$ cat src/pac_pkg.sv
// Shared types and constants for the polygon area and centroid block.
package pac_pkg;

    localparam int FRAC_BITS_DEF = 16;
    localparam int COORD_W       = 32;
    localparam int AREA_W        = 48;
    localparam int SUM_W         = 64;
    localparam int CNT_W         = 7;   // covers 64 + FRAC_BITS steps up to FRAC_BITS of 64

    localparam logic [1:0] STATUS_OK   = 2'd0;
    localparam logic [1:0] STATUS_FEW  = 2'd1;
    localparam logic [1:0] STATUS_ZERO = 2'd2;

    typedef enum logic [3:0] {
        OP_NONE,
        OP_LOAD,
        OP_CMUL,
        OP_CROSS,
        OP_SQ,
        OP_ROOT,
        OP_AREA,
        OP_WMUL,
        OP_WSUM1,
        OP_WSUM2,
        OP_DINIT,
        OP_DIV,
        OP_EMIT
    } op_t;

    typedef struct packed {
        op_t              op;
        logic [CNT_W-1:0] idx;
        logic             first;
        logic [1:0]       status;
    } cmd_t;

    typedef struct packed {
        logic area_zero;
    } dp_status_t;

endpackage

$ cat src/pac_ctrl.sv
// Sequencer: steps the datapath through each vertex and the final divide.
module pac_ctrl #(
    parameter int FRAC_BITS = pac_pkg::FRAC_BITS_DEF
) (
    input  logic                   clk,
    input  logic                   rst_n,
    input  logic                   in_valid,
    input  logic                   in_last,
    output logic                   in_ready,
    input  logic                   out_ready,
    output logic                   out_valid,
    input  pac_pkg::dp_status_t    dp_status,
    output pac_pkg::cmd_t          cmd
);

    localparam int CW = pac_pkg::CNT_W;
    localparam logic [CW-1:0] CMUL_LAST = CW'(5);
    localparam logic [CW-1:0] SQ_LAST   = CW'(9);
    localparam logic [CW-1:0] ROOT_LAST = CW'(63);
    localparam logic [CW-1:0] WMUL_LAST = CW'(5);
    localparam logic [CW-1:0] DIV_LAST  = CW'(64 + FRAC_BITS - 1);

    typedef enum logic [10:0] {
        S_IDLE  = 11'b000_0000_0001,
        S_CMUL  = 11'b000_0000_0010,
        S_CROSS = 11'b000_0000_0100,
        S_SQ    = 11'b000_0000_1000,
        S_ROOT  = 11'b000_0001_0000,
        S_AREA  = 11'b000_0010_0000,
        S_WMUL  = 11'b000_0100_0000,
        S_WSUM  = 11'b000_1000_0000,
        S_FIN   = 11'b001_0000_0000,
        S_DIV   = 11'b010_0000_0000,
        S_EMIT  = 11'b100_0000_0000
    } state_t;

    state_t        state_reg, state_next;
    logic [CW-1:0] idx_reg, idx_next;
    logic [1:0]    seen_reg, seen_next;
    logic          last_reg, last_next;
    logic [1:0]    status_reg, status_next;
    logic          out_valid_reg, out_valid_next;

    always_comb
    begin
        state_next     = state_reg;
        idx_next       = idx_reg;
        seen_next      = seen_reg;
        last_next      = last_reg;
        status_next    = status_reg;
        out_valid_next = out_valid_reg && !out_ready;
        in_ready       = 1'b0;
        cmd.op         = pac_pkg::OP_NONE;
        cmd.idx        = idx_reg;
        cmd.first      = (seen_reg == 2'd0);
        cmd.status     = status_reg;

        unique case (state_reg)
            S_IDLE:
            begin
                in_ready = 1'b1;
                if (in_valid)
                begin
                    cmd.op    = pac_pkg::OP_LOAD;
                    seen_next = (seen_reg == 2'd3) ? 2'd3 : seen_reg + 2'd1;
                    last_next = in_last;
                    idx_next  = '0;
                    if (seen_reg >= 2'd2)
                        state_next = S_CMUL;
                    else if (in_last)
                        state_next = S_FIN;
                end
            end
            S_CMUL:
            begin
                cmd.op   = pac_pkg::OP_CMUL;
                idx_next = idx_reg + 1'b1;
                if (idx_reg == CMUL_LAST)
                begin
                    idx_next   = '0;
                    state_next = S_CROSS;
                end
            end
            S_CROSS:
            begin
                cmd.op     = pac_pkg::OP_CROSS;
                state_next = S_SQ;
            end
            S_SQ:
            begin
                cmd.op   = pac_pkg::OP_SQ;
                idx_next = idx_reg + 1'b1;
                if (idx_reg == SQ_LAST)
                begin
                    idx_next   = '0;
                    state_next = S_ROOT;
                end
            end
            S_ROOT:
            begin
                cmd.op   = pac_pkg::OP_ROOT;
                idx_next = idx_reg + 1'b1;
                if (idx_reg == ROOT_LAST)
                begin
                    idx_next   = '0;
                    state_next = S_AREA;
                end
            end
            S_AREA:
            begin
                cmd.op     = pac_pkg::OP_AREA;
                state_next = S_WMUL;
            end
            S_WMUL:
            begin
                cmd.op   = pac_pkg::OP_WMUL;
                idx_next = idx_reg + 1'b1;
                if (idx_reg == WMUL_LAST)
                begin
                    idx_next   = '0;
                    state_next = S_WSUM;
                end
            end
            S_WSUM:
            begin
                if (idx_reg == '0)
                begin
                    cmd.op   = pac_pkg::OP_WSUM1;
                    idx_next = idx_reg + 1'b1;
                end
                else
                begin
                    cmd.op     = pac_pkg::OP_WSUM2;
                    idx_next   = '0;
                    state_next = last_reg ? S_FIN : S_IDLE;
                end
            end
            S_FIN:
            begin
                idx_next = '0;
                if (seen_reg != 2'd3)
                begin
                    status_next = pac_pkg::STATUS_FEW;
                    state_next  = S_EMIT;
                end
                else if (dp_status.area_zero)
                begin
                    status_next = pac_pkg::STATUS_ZERO;
                    state_next  = S_EMIT;
                end
                else
                begin
                    cmd.op      = pac_pkg::OP_DINIT;
                    status_next = pac_pkg::STATUS_OK;
                    state_next  = S_DIV;
                end
            end
            S_DIV:
            begin
                cmd.op   = pac_pkg::OP_DIV;
                idx_next = idx_reg + 1'b1;
                if (idx_reg == DIV_LAST)
                begin
                    idx_next   = '0;
                    state_next = S_EMIT;
                end
            end
            S_EMIT:
            begin
                if (!out_valid_reg || out_ready)
                begin
                    cmd.op         = pac_pkg::OP_EMIT;
                    out_valid_next = 1'b1;
                    seen_next      = 2'd0;
                    last_next      = 1'b0;
                    state_next     = S_IDLE;
                end
            end
            default:
            begin
                state_next = S_IDLE;
            end
        endcase
    end

    always_ff @(posedge clk or negedge rst_n)
    begin
        if (!rst_n)
        begin
            state_reg     <= S_IDLE;
            idx_reg       <= '0;
            seen_reg      <= 2'd0;
            last_reg      <= 1'b0;
            status_reg    <= pac_pkg::STATUS_OK;
            out_valid_reg <= 1'b0;
        end
        else
        begin
            state_reg     <= state_next;
            idx_reg       <= idx_next;
            seen_reg      <= seen_next;
            last_reg      <= last_next;
            status_reg    <= status_next;
            out_valid_reg <= out_valid_next;
        end
    end

    assign out_valid = out_valid_reg;

endmodule

$ cat config.mk
export PLATFORM = sky130hd
export DESIGN_NAME = pac_ctrl
export DESIGN_NICKNAME = d
export VERILOG_FILES = /design/src/pac_pkg.sv /design/src/pac_ctrl.sv
export SDC_FILE = /design/constraint.sdc
export NUM_CORES = 1
export LEC_CHECK = 0
export BUFFER_PORTS_ARGS = -buffer_cell sky130_fd_sc_hd__buf_4
export CAP_MARGIN = 20
export CORE_ASPECT_RATIO = 0.75
export CORE_UTILIZATION = 50
export DETAILED_ROUTE_END_ITERATION = 16
export PLACE_DENSITY_LB_ADDON = 0.05
export RECOVER_POWER = 50
export SLEW_MARGIN = 20
export SYNTH_ARGS = -nofsm -noshare
export SYNTH_HDL_FRONTEND = slang
export SYNTH_SLANG_ARGS = --single-unit
$ cat constraint.sdc
create_clock -name clk -period 2.19 [get_ports clk]
set_input_delay 0 -clock clk [delete_from_list [all_inputs] [get_ports clk]]
set_output_delay 0 -clock clk [all_outputs]
set_load 0.02 [all_outputs]
Yosys cells after proc, flatten, opt, wreduce, memory -nomap -nowiden
Cells that the tools add are included.
- register bits: 24
- latch bits: 0
- bits in writable memories: 0
- bits in read-only memories: 0
- input port bits: 6
- output and inout port bits: 16
- word-level logic and storage cells: 86
- memories: 0
- $add $sub $neg: 2
- $mul: 0
- divide/modulo/power cells: 0
- order comparisons: 1
- eq/ne operators: 26
- shift-type cells: 0
- mux-type cells: 39
- bitwise logic cells: 0
- reductions and logical operators: 12
- operators by type and width (operator ; count):
    $mux W11 ; 12
    $pmux W11 S11 ; 1
    $pmux W7 S7 ; 1
    $pmux W4 S11 ; 1
    $mux W7 ; 6
    $ne A2 B2 Y1 const B ; 9
    $mux W4 ; 3
    $eq A11 B1 Y1 const B ; 1
    $eq A11 B10 Y1 const B ; 1
    $eq A11 B11 Y1 const B ; 1
    $eq A11 B2 Y1 const B ; 1
    $eq A11 B3 Y1 const B ; 1
    $eq A11 B4 Y1 const B ; 1
    $eq A11 B5 Y1 const B ; 1
    $eq A11 B6 Y1 const B ; 1
    $eq A11 B7 Y1 const B ; 1
    $eq A11 B8 Y1 const B ; 1
    $eq A11 B9 Y1 const B ; 1
    $mux W2 ; 5
    $mux W9 ; 1
    $reduce_and A9 Y1 ; 1
    $add A7 B1 Y7 const B ; 1
    $eq A7 B3 Y1 const B ; 1
    $eq A7 B4 Y1 const B ; 1
    19 further kinds ; 26

Depth between registers and ports, before layout
Gate-level depths: netlist of run 1.
- depth in word-level cells: 4
- gate-level depth with buffers: 9
- gate-level depth less buffers: 8

Least setup slack after synthesis of run 1
Ideal clock, no wire load.
- kind: register to output
- from: register idx_reg[0]
- to: output port cmd[10] in the netlist's numbering
- data arrival time: 2.195 ns
- data required time: 2.190 ns
- slack: -0.005 ns
- stages on the path, launching flop included: 8
- cells stage by stage: dfrtp_1 > inv_1 > ha_1 > nor3b_1 > and2_1 > nor3b_1 > o31ai_1 > o311ai_0
- RTL lines (element ; RTL line ; text):
    from (decl) ; pac_ctrl.sv:38 ; logic [CW-1:0] idx_reg, idx_next;
    from (signal assigned) ; pac_ctrl.sv:200 ; idx_reg <= idx_next;
    to (decl) ; pac_ctrl.sv:13 ; output pac_pkg::cmd_t cmd

==> results by group, run 1 <==
Logic synthesis
  – Area leader, netlist: dfrtp_1
  – Net Count, Synth: 192
  – Post-synth EDFFs: 0
  – Gate Count Post-Synth: 183
  – Synthesized flop and latch total: 24
  – Synthesized area per cell: 8.93 µm²
  – Distinct cells, synth: 59
  – Post-synth ARST share: 1.00
  – Share of the synthesized area in the top cell type: 0.352
  – Top_reg_cell synth: dfrtp_1
  – Top post-synthesis cells by area: dfrtp_1 35%, nand2_1 4.6%, o21ai_0 3.7%, nor2_1 3.7%, nand3_1 2.5%
  – Seq/Total Area, Yosys: 0.368
  – Syn. warnings: 0
  – Mapped Area: 1630 µm²

Clocking
  – Sink Count: 24
  – TritonCTS clock tree: built
  – Clock Path Buffers: 2
  – Clock transition at path regs: 0.09 ns
  – # H-tree levels: 1
  – Worst skew pair latency: 0.27 ns
  – CTS Root Cell: clkbuf_8
  – CTS buffer count: 3

STA
  – Clk_skew: 0.00491 ns
  – Final Max Tran Viols: 0
  – Period utilisation layout: 0.986
  – Setup TNS: 0 ns
  – Max-slew headroom: 0.103
  – Final count of negative-setup-slack endpoints: 0
  – Worst slew pin tran: 1.35 ns
  – Final Hold Viols: 0
  – RSZ-0062 raised after global routing: true
  – Fmax: 463 MHz
  – Final setup margin: 0.0305 ns
  – Min cycle time layout: 2.16 ns

Route
  – Routed Antenna Nets: 0
  – Wire per inst: 16.4 µm
  – Vias/cell: 5.88
  – DRC viols: 0
  – DRT iter0 DRCs: 173
  – Drt pass-1 iters: 4
  – Final WL: 4500 µm
  – Via count: 1618

Floorplan
  – Ports: 22
  – Die height: 51.5 µm
  – Core area: 3020 µm²
  – Chip Width: 68.0 µm
  – Std cell rows: 17
  – Die area: 3500 µm²
  – Initial Utilization: 0.541

Critical path
  – Largest fanout on the critical path: 8
  – Crit end category: output port
  – Crit path launch type: flop
  – CP required: 2.19 ns
  – Classification of the worst setup path: reg2out
  – Arrival time worst endpoint: 2.16 ns

Finish
  – Area grow syn2layout: 33.8%
  – Core Util, Final: 0.724
  – Fill cells: 221
  – Final instance area: 2190 µm²
  – Layout Nets: 247
  – Share of cells above drive strength 1: 0.354
  – Max FFs per register: 11
  – Diodes inserted: 0

Pwr
  – Leakage: 1.06 nW
  – Peak VDD IR: 0.675 mV
  – Power Dens Cells: 1060 nW/µm²

Placed design
  – Pre-CTS WS: -0.00742 ns
  – Placed cell area: 2000 µm²
  – HPWL after detailed placement: 3340 µm
  – Port Buffer Count: 21
  – Final GP Congestion: 0.989

Global routing
  – Tot GR Track Use: 0.280
  – First-pass GRT wire length: 7100 µm
  – Largest net degree at the start of global routing: 25
  – Initial antenna violation count: 0
  – Congestion Overflow GR: 0
  – Vias in the first global route: 1473

Run
  – Max Cap Viol: 0

Worst hold path
  – Hold Crit Class: in2reg

Run status
  – Status: finished clean
-- cells by family after synthesis --
family,after synthesis,synth area share
and+or+nand+nor,93,0.331
adders and majority gates,3,0.0230
DFF,24,0.368
buffers and inverters,15,0.0513
AOI/OAI and AO/OA,40,0.179
muxes,3,0.0207
xor gates and xnor gates,5,0.0268
-- worst max-delay path: stages, from the launching register on --
cell	delay [ns]
dfrtp_2	0.47
nor4_4	0.34
nand2_2	0.09
or4b_4	0.53
clkinv_4	0.10
nand2_2	0.06
o311ai_2	0.09
buf_4	0.20
-- layer usage --
layer	GRT usage	part of all wire	vias to the layer above
met3	0.0614	0.054	8
met1	0.408	0.48	786
met2	0.423	0.46	43
met4	0.0625	0.0098	0
li1	-	-	781
met5	0	0	-
-- cells in the mapped netlist (2+ instances only) --
library cell / count
buf_2: 2
nor2_1: 16
o31ai_1: 2
nor4_1: 3
inv_1: 6
mux2_2: 2
a21oi_1: 3
nand2_1: 20
o21ai_0: 12
clkbuf_1: 2
dfrtp_1: 23
and3_1: 3
nor3b_1: 5
nand3_1: 8
or3_1: 2
xnor2_1: 2
nand3b_1: 3
nand4_1: 6
a31oi_1: 2
nand2b_1: 4
a21o_1: 2
o21ai_1: 2
o22ai_1: 2
ha_1: 3
o31a_1: 2
nor3_1: 6
a22o_1: 2
xor2_1: 3
buf_6: 2
nor2b_1: 3
a32o_1: 2
-- where the power goes --
group          switching [W]  internal, W
clock               0.000150     0.000245
sequential          0.000104     0.000528
combinational       0.000703     0.000594
-- final timing paths --
check,end,slack (ns),cells after the start,startpoint
hold / removal,status_reg[1]$_DFFE_PN0P_,0.02,3,dp_status
setup / recovery,cmd[10],0.03,7,state_reg[4]$_DFFE_PN0P_
hold reg to reg,status_reg[1]$_DFFE_PN0P_,0.51,2,status_reg[1]$_DFFE_PN0P_
min in group asynchronous,out_valid$_DFF_PN0_,0.56,2,rst_n
setup reg to reg,idx_reg[6]$_DFFE_PN0P_,0.04,6,state_reg[4]$_DFFE_PN0P_
max in group asynchronous,state_reg[5]$_DFFE_PN0P_,0.75,2,rst_n
-- through the flow --
step	hold slack, ns	instances	total power, W
after floorplan	-0.296	183	0.00137
after detailed placement	-0.0794	263	0.00181
after CTS	0.00349	271	0.00229
after global placement	-0.0877	263	0.00178
after global routing	0.0164	275	0.00247
final	0.0223	275	0.00232
-- layout make-up --
cell class / instances / area, µm² / share of cell area
Inverter: 7 / 31.3 / 0.0143
Clock inverter: 1 / 30.0 / 0.0137
Tap cell: 38 / 47.5 / 0.0218
Clock buffer: 3 / 41.3 / 0.0189
Timing Repair Buffer: 58 / 423 / 0.193
Multi-Input combinational cell: 144 / 1010 / 0.460
Sequential cell: 24 / 607 / 0.278
-- layout by cell type, fill, tap and decap left out, types with 2 or more instances in the layout --
cell type and instances:
o22ai_1 2, nand2b_1 3, a21o_1 2, clkbuf_8 3, nor2b_1 3, nor3b_2 2, or3_1 2, nor3_2 4
a21oi_1 2, clkbuf_1 5, xor2_1 3, ha_1 3, nor3_1 3, nand3_1 8, nor4_1 2, o31a_1 2
dfrtp_2 4, buf_4 51, a32o_1 2, nand4_1 6, nor3b_1 3, a31oi_1 2, inv_1 6, xnor2_1 2
o21ai_0 12, nand2_1 19, nand2_2 2, nor2_1 16, a22o_1 2, o21ai_1 2, nand3b_1 3, and3_1 3
dfrtp_1 19, mux2_2 2
-- repair_timing --
action	4_1_cts	5_1_grt
gates resized for setup	4	13
setup endpoints to repair	8	16
endpoints found under the hold margin	24	0
setup buffers	3	4
hold buffers	1	0
pin swaps	2	4
No activity file was read; power rests on OpenSTA's default activity.
==> run 2, diff against run 1 <==
--- a/config.mk
+++ b/config.mk
@@ -10,7 +10,8 @@
 export CORE_ASPECT_RATIO = 0.75
 export CORE_UTILIZATION = 50
 export DETAILED_ROUTE_END_ITERATION = 16
-export PLACE_DENSITY_LB_ADDON = 0.05
+export GPL_ROUTABILITY_DRIVEN = 0
+export PLACE_DENSITY = 0.71
 export RECOVER_POWER = 50
 export SLEW_MARGIN = 20
 export SYNTH_ARGS = -nofsm -noshare
==> run 2 against run 1 <==
The flow now finishes with violations (setup timing); design area increased by 3.7%; first-iteration DRC count decreased by 32%; critical endpoint is now idx_reg[6]$_DFFE_PN0P_; sequential share of layout area decreased by 1.0 points; count of clock-buffer cells in the layout unchanged; highest routed layer unchanged.
==> results by group, run 2 (synthesis results as in run 1) <==
Route
  – DRC viols: 0 (unchanged)
  – Drt pass-1 iters: 4 (unchanged)
  – Via count: 1709 (was 1618)
  – Final WL: 4870 µm (was 4500 µm)
  – Routed Antenna Nets: 0 (unchanged)
  – Vias/cell: 6.10 (was 5.88)
  – DRT iter0 DRCs: 117 (was 173)
  – Wire per inst: 17.4 µm (was 16.4 µm)

Critical path
  – Crit-path max cell delay: 0.57 ns (was 0.53 ns)
  – CP startpoint: state_reg[5]$_DFFE_PN0P_ (was state_reg[4]$_DFFE_PN0P_)
  – Largest fanout on the critical path: 7 (was 8)
  – CP Cell Sequence: nor4_4 -> nand2_2 -> or4b_4 -> buf_6 -> o22ai_4 -> a22o_1 (was nor4_4 -> nand2_2 -> or4b_4 -> clkinv_4 -> nand2_2 -> o311ai_2 -> buf_4)
  – CP required: 2.40 ns (was 2.19 ns)
  – R2R cell count: 6 (unchanged)
  – Crit path launch type: flop (unchanged)
  – Crit end category: flop (was output port)
  – Classification of the worst setup path: reg2reg (was reg2out)
  – Reg2Reg Launch Point: state_reg[5]$_DFFE_PN0P_ (was state_reg[4]$_DFFE_PN0P_)
  – Arrival time worst endpoint: 2.42 ns (was 2.16 ns)
  – Slowest cell on the critical path: or4b_4 (unchanged)

Global routing
  – Congestion Overflow GR: 0 (unchanged)
  – First-pass GRT wire length: 7390 µm (was 7100 µm)
  – Tot GR Track Use: 0.290 (was 0.280)
  – Initial antenna violation count: 0 (unchanged)
  – Vias in the first global route: 1508 (was 1473)
  – Largest net degree at the start of global routing: 25 (unchanged)

Run status
  – Status: finished with violations (was finished clean)
  – Failing checks: setup timing

Finish
  – Share of cells above drive strength 1: 0.376 (was 0.354)
  – Cell Count, Final, Fillers Out: 280 (was 275)
  – Max FFs per register: 11 (unchanged)
  – Most common cell after layout, fill and taps aside: buf_4 (unchanged)
  – Commonest non-fill, non-tap cells in the layout: 56 x buf_4, 20 x dfrtp_1, 18 x nand2_1 (was 51 x buf_4, 19 x nand2_1, 19 x dfrtp_1)
  – Diodes inserted: 0 (unchanged)
  – Layout Nets: 252 (was 247)
  – Area grow syn2layout: 38.7% (was 33.8%)

Worst hold path
  – Hold Path Stages: 3 (unchanged)
  – Hold Crit Class: in2reg (unchanged)
  – Hold Startpoint: dp_status (unchanged)

STA
  – Final setup margin: -0.0247 ns (was 0.0305 ns)
  – Period utilisation layout: 1.01 (was 0.986)
  – Final Hold Viols: 0 (unchanged)
  – Fmax: 452 MHz (was 463 MHz)
  – Final count of negative-setup-slack endpoints: 2 (was 0)
  – Max-slew headroom: 0.137 (was 0.103)
  – Min cycle time layout: 2.21 ns (was 2.16 ns)
  – RSZ-0062 raised after global routing: true (unchanged)
  – Setup TNS: -0.0262 ns (was 0 ns)
  – Worst slew pin tran: 1.30 ns (was 1.35 ns)
  – Final Max Tran Viols: 0 (unchanged)
  – Clk_skew: 0.00132 ns (was 0.00491 ns)

Placed design
  – Pre-CTS WS: 0.0278 ns (was -0.00742 ns)
  – Port Buffer Count: 21 (unchanged)
  – Placed insts: 264 (was 263)
  – HPWL after detailed placement: 3390 µm (was 3340 µm)

Floorplan
  – Core area: 3020 µm² (unchanged)
  – Ports: 22 (unchanged)
  – Chip Width: 68.0 µm (unchanged)
  – Std cell rows: 17 (unchanged)
  – Die height: 51.5 µm (unchanged)
  – Initial Utilization: 0.541 (unchanged)
  – Die area: 3500 µm² (unchanged)

Run
  – Max Cap Viol: 0 (unchanged)

Clocking
  – Sink Count: 24 (unchanged)
  – # H-tree levels: 1 (unchanged)
  – Clock transition at path regs: 0.09 ns (about the same)
  – CTS buffer count: 3 (unchanged)
  – Clock Path Buffers: 2 (unchanged)
  – Worst skew pair latency: 0.27 ns (about the same)
  – TritonCTS clock tree: built (unchanged)
  – CTS Root Cell: clkbuf_8 (unchanged)

Pwr
  – Power Dens Cells: 1070 nW/µm² (was 1060 nW/µm²)
  – Peak VDD IR: 0.655 mV (was 0.675 mV)
  – Leakage: 1.09 nW (was 1.06 nW)
[run 2: cell count changes in the layout (fill, tap and decap cells not counted), sizes merged]
cell and change:
buf +5
[run 2: worst max-delay path: cells and delay by family, from the launching register on]
kind / cells / cell delay [ns]
and+or+nand+nor: 3 / 1.04
DFF: 1 / 0.47
buffers and inverters: 1 / 0.16
AOI/OAI and AO/OA: 2 / 0.48
[run 2: what timing repair did]
action	in CTS	in global routing
pin swaps	2	15
endpoints found under the hold margin	24	0
endpoints found under the setup margin	4	19
setup buffers	2	10
gates cloned	0	0
hold buffers	1	0
gates resized for setup	3	20
[run 2: per-layer routing]
layer  track usage  up-vias  routed length, µm
li1              -      796                  -
met3        0.0548        6                283
met2         0.418       69               2270
met4        0.0868        0                 56
met1         0.436      838               2260
met5             0        -                  0
[run 2: final timing paths]
| path | to | slack (ns) |
|---|---|---|
| worst max-delay path | idx_reg[6]$_DFFE_PN0P_ | -0.02 |
| worst min-delay path | status_reg[1]$_DFFE_PN0P_ | 0.01 |
| worst max register to register | idx_reg[6]$_DFFE_PN0P_ | -0.02 |
| worst min register to register | status_reg[1]$_DFFE_PN0P_ | 0.50 |
| max in group asynchronous | state_reg[7]$_DFFE_PN0P_ | 0.80 |
| min in group asynchronous | status_reg[0]$_DFFE_PN0P_ | 0.53 |
[run 2: where the power goes]
| part | internal, W | switching [W] |
|---|---|---|
| registers | 0.000528 | 0.0000914 |
| clock network | 0.000244 | 0.000144 |
| logic | 0.000638 | 0.000769 |
| total | 0.00141 | 0.00100 |
[run 2: layout make-up]
class                   count  area, µm²
multi-input cells         144       1050
fillers                   210        754
flip-flops and latches     24        606
repair buffers             63        460
well taps                  38       47.5
clock buffers               3       41.3
inverters                   7       31.3
clock inverters             1       30.0
[run 2: metrics by stage]
stage	total power (W)	util	instance area [µm²]	hold WS (ns)
2_1_floorplan	0.00137	-	1630	-0.296
3_3_place_gp	0.00176	0.666	2010	-0.0833
3_5_place_dp	0.00178	0.666	2010	-0.0789
4_1_cts	0.00222	0.703	2120	0.0112
5_1_grt	0.00255	0.750	2270	0.0148
6_report	0.00241	0.750	2270	0.0122
==> run 3, diff against run 2 <==
--- a/config.mk
+++ b/config.mk
@@ -8,6 +8,7 @@
 export BUFFER_PORTS_ARGS = -buffer_cell sky130_fd_sc_hd__buf_4
 export CAP_MARGIN = 20
 export CORE_ASPECT_RATIO = 0.75
+export CORE_MARGIN = 1.5
 export CORE_UTILIZATION = 50
 export DETAILED_ROUTE_END_ITERATION = 16
 export GPL_ROUTABILITY_DRIVEN = 0
==> run 3 against run 2 <==
The flow now finishes without violations; sequential share of layout area up 0.51 points; register-to-register slack better by 0.08 ns; flip-flop and latch count unchanged; clock power up 2%; final cell count down 0.71%; count of clock-buffer cells in the layout unchanged; global-route usage down 3.0 points; non-clock buffer count down 2; sequential power about the same; via count down 2.1%.
==> results by group, run 3 (synthesis results as in run 1) <==
Finish
  – Share of cells above drive strength 1: 0.346 (was 0.376)
  – Cell Count, Final, Fillers Out: 278 (was 280)
  – Diodes inserted: 0 (unchanged)
  – Area grow syn2layout: 36.1% (was 38.7%)
  – Multi-input gate area: 1020 µm² (was 1050 µm²)
  – Core Util, Final: 0.736 (was 0.750)
  – Fill cells: 224 (was 210)
  – Most common cell after layout, fill and taps aside: buf_4 (unchanged)
  – Storage cell area: 606 µm² (unchanged)
  – Commonest non-fill, non-tap cells in the layout: 52 x buf_4, 20 x dfrtp_1, 19 x nand2_1 (was 56 x buf_4, 20 x dfrtp_1, 18 x nand2_1)
  – Layout Nets: 250 (was 252)
  – Max FFs per register: 11 (unchanged)

Route
  – DRT iter0 DRCs: 139 (was 117)
  – Drt pass-1 iters: 4 (unchanged)
  – Routed Antenna Nets: 0 (unchanged)
  – Vias/cell: 6.02 (was 6.10)
  – Final WL: 4570 µm (was 4870 µm)
  – Via count: 1673 (was 1709)
  – Wire per inst: 16.4 µm (was 17.4 µm)
  – DRC viols: 0 (unchanged)

Floorplan
  – Chip Width: 69.0 µm (was 68.0 µm)
  – Die height: 52.5 µm (was 51.5 µm)
  – Ports: 22 (unchanged)
  – Std cell rows: 17 (unchanged)
  – Initial Utilization: 0.541 (unchanged)
  – Core area: 3020 µm² (unchanged)
  – Die area: 3620 µm² (was 3500 µm²)

Pwr
  – Sw Share: 0.405 (was 0.416)
  – Reg power frac: 0.262 (was 0.257)
  – Peak VDD IR: 0.587 mV (was 0.655 mV)
  – Leakage: 1.07 nW (was 1.09 nW)
  – Net switching power: 0.000953 W (was 0.00100 W)
  – Internal Power: 0.00140 W (was 0.00141 W)
  – Power Dens Cells: 1060 nW/µm² (was 1070 nW/µm²)
  – Clk network pwr share: 0.167 (was 0.161)
  – Comb pwr share: 0.571 (was 0.583)

Critical path
  – Slowest cell on the critical path: or4b_4 (unchanged)
  – Classification of the worst setup path: reg2out (was reg2reg)
  – Largest fanout on the critical path: 6 (was 7)
  – CP Cell Sequence: nor4_4 -> nand2_2 -> or4b_4 -> clkinv_4 -> nand2_1 -> o311ai_2 -> buf_4 (was nor4_4 -> nand2_2 -> or4b_4 -> buf_6 -> o22ai_4 -> a22o_1)
  – CP required: 2.19 ns (was 2.40 ns)
  – Crit-path max cell delay: 0.54 ns (was 0.57 ns)
  – Arrival time worst endpoint: 2.15 ns (was 2.42 ns)
  – Cell family with most CP delay: simple AND/OR/NAND/NOR gates (unchanged)
  – Crit path launch type: flop (unchanged)
  – Crit path buffers/inverters: 2 (was 1)
  – Crit end category: output port (was flop)

Clocking
  – Clock transition at path regs: 0.08 ns (was 0.09 ns)
  – Sink Count: 24 (unchanged)
  – # H-tree levels: 1 (unchanged)
  – CTS buffer count: 3 (unchanged)
  – TritonCTS clock tree: built (unchanged)
  – Worst skew pair latency: 0.28 ns (was 0.27 ns)
  – CTS Root Cell: clkbuf_8 (unchanged)
  – Clock Path Buffers: 2 (unchanged)

STA
  – Period utilisation layout: 0.981 (was 1.01)
  – RSZ-0062 raised after global routing: true (unchanged)
  – Final Hold Viols: 0 (unchanged)
  – Clk_skew: 0.00274 ns (was 0.00132 ns)
  – Min cycle time layout: 2.15 ns (was 2.21 ns)
  – Fmax: 466 MHz (was 452 MHz)
  – Hold WS: 0.0492 ns (was 0.0122 ns)
  – Setup TNS: 0 ns (was -0.0262 ns)
  – Max-slew headroom: 0.126 (was 0.137)
  – Worst slew pin tran: 1.31 ns (was 1.30 ns)
  – Final Max Tran Viols: 0 (unchanged)
  – Final count of negative-setup-slack endpoints: 0 (was 2)

Global routing
  – Tot GR Track Use: 0.260 (was 0.290)
  – Vias in the first global route: 1571 (was 1508)
  – Largest net degree at the start of global routing: 25 (unchanged)
  – First-pass GRT wire length: 7360 µm (was 7390 µm)
  – Congestion Overflow GR: 0 (unchanged)
  – Initial antenna violation count: 0 (unchanged)

Placed design
  – Placed insts: 264 (unchanged)
  – HPWL after detailed placement: 3400 µm (was 3390 µm)
  – Port Buffer Count: 21 (unchanged)

Run status
  – Status: finished clean (was finished with violations)

Worst hold path
  – Hold Crit Class: in2reg (unchanged)

Run
  – Max Cap Viol: 0 (unchanged)
[run 3: through the flow]
| stage | cell area [µm²] | setup slack (ns) | total power, W |
|---|---|---|---|
| final | 2220 | 0.0423 | 0.00235 |
| after global routing | 2220 | -0.0366 | 0.00249 |
| after CTS | 2130 | 0.00901 | 0.00222 |
| after detailed placement | 2010 | 0.0188 | 0.00178 |
| after global placement | 2010 | 0.100 | 0.00176 |
| after floorplan | 1630 | 0.173 | 0.00137 |
[run 3: worst paths after layout]
kind	start	end	slack (ns)	depth (start not counted)
worst max-delay path	state_reg[5]$_DFFE_PN0P_	cmd[10]	0.04	7
worst min-delay path	out_ready	out_valid$_DFF_PN0_	0.05	3
worst max register to register	state_reg[5]$_DFFE_PN0P_	idx_reg[6]$_DFFE_PN0P_	0.06	6
worst min register to register	status_reg[1]$_DFFE_PN0P_	status_reg[1]$_DFFE_PN0P_	0.51	2
max in group asynchronous	rst_n	state_reg[7]$_DFFE_PN0P_	0.79	2
min in group asynchronous	rst_n	status_reg[0]$_DFFE_PN0P_	0.53	2
[run 3: layout make-up]
| type | instances | area share |
|---|---|---|
| Multi-Input combinational cell | 144 | 0.457 |
| Sequential cell | 24 | 0.272 |
| Timing Repair Buffer | 61 | 0.203 |
| Tap cell | 38 | 0.0214 |
| Clock buffer | 3 | 0.0186 |
| Inverter | 7 | 0.0141 |
| Clock inverter | 1 | 0.0135 |
[run 3: worst register-to-register path: stages (launching register included)]
cell and delay [ns]:
dfrtp_2 0.46, nor4_4 0.35, nand2_2 0.08, or4b_4 0.54, buf_6 0.16, o22ai_4 0.27, a22o_1 0.21
[run 3: what timing repair did]
action	4_1_cts	5_1_grt
setup endpoints to repair	6	17
gates resized for setup	3	14
buffers inserted	2	6
hold buffers	2	0
hold endpoints to repair	25	0
pin swaps	2	7
[run 3: power by group through the flow]
stage          clock network [W]  registers, W  logic (W)
6_report                0.000394      0.000617    0.00134
5_1_grt                 0.000415      0.000627    0.00145
4_1_cts                 0.000401      0.000606    0.00122
3_5_place_dp                   0      0.000608    0.00117
3_3_place_gp                   0      0.000604    0.00116
2_1_floorplan                  0      0.000638   0.000732
[run 3: layer usage]
metal | vias to the layer above | wire length, µm | global-route usage
met1 | 805 | 2110 | 0.360
met2 | 65 | 2060 | 0.412
met3 | 9 | 349 | 0.0577
met4 | 0 | 48 | 0.0784
li1 | 794 | - | -
met5 | - | 0 | 0
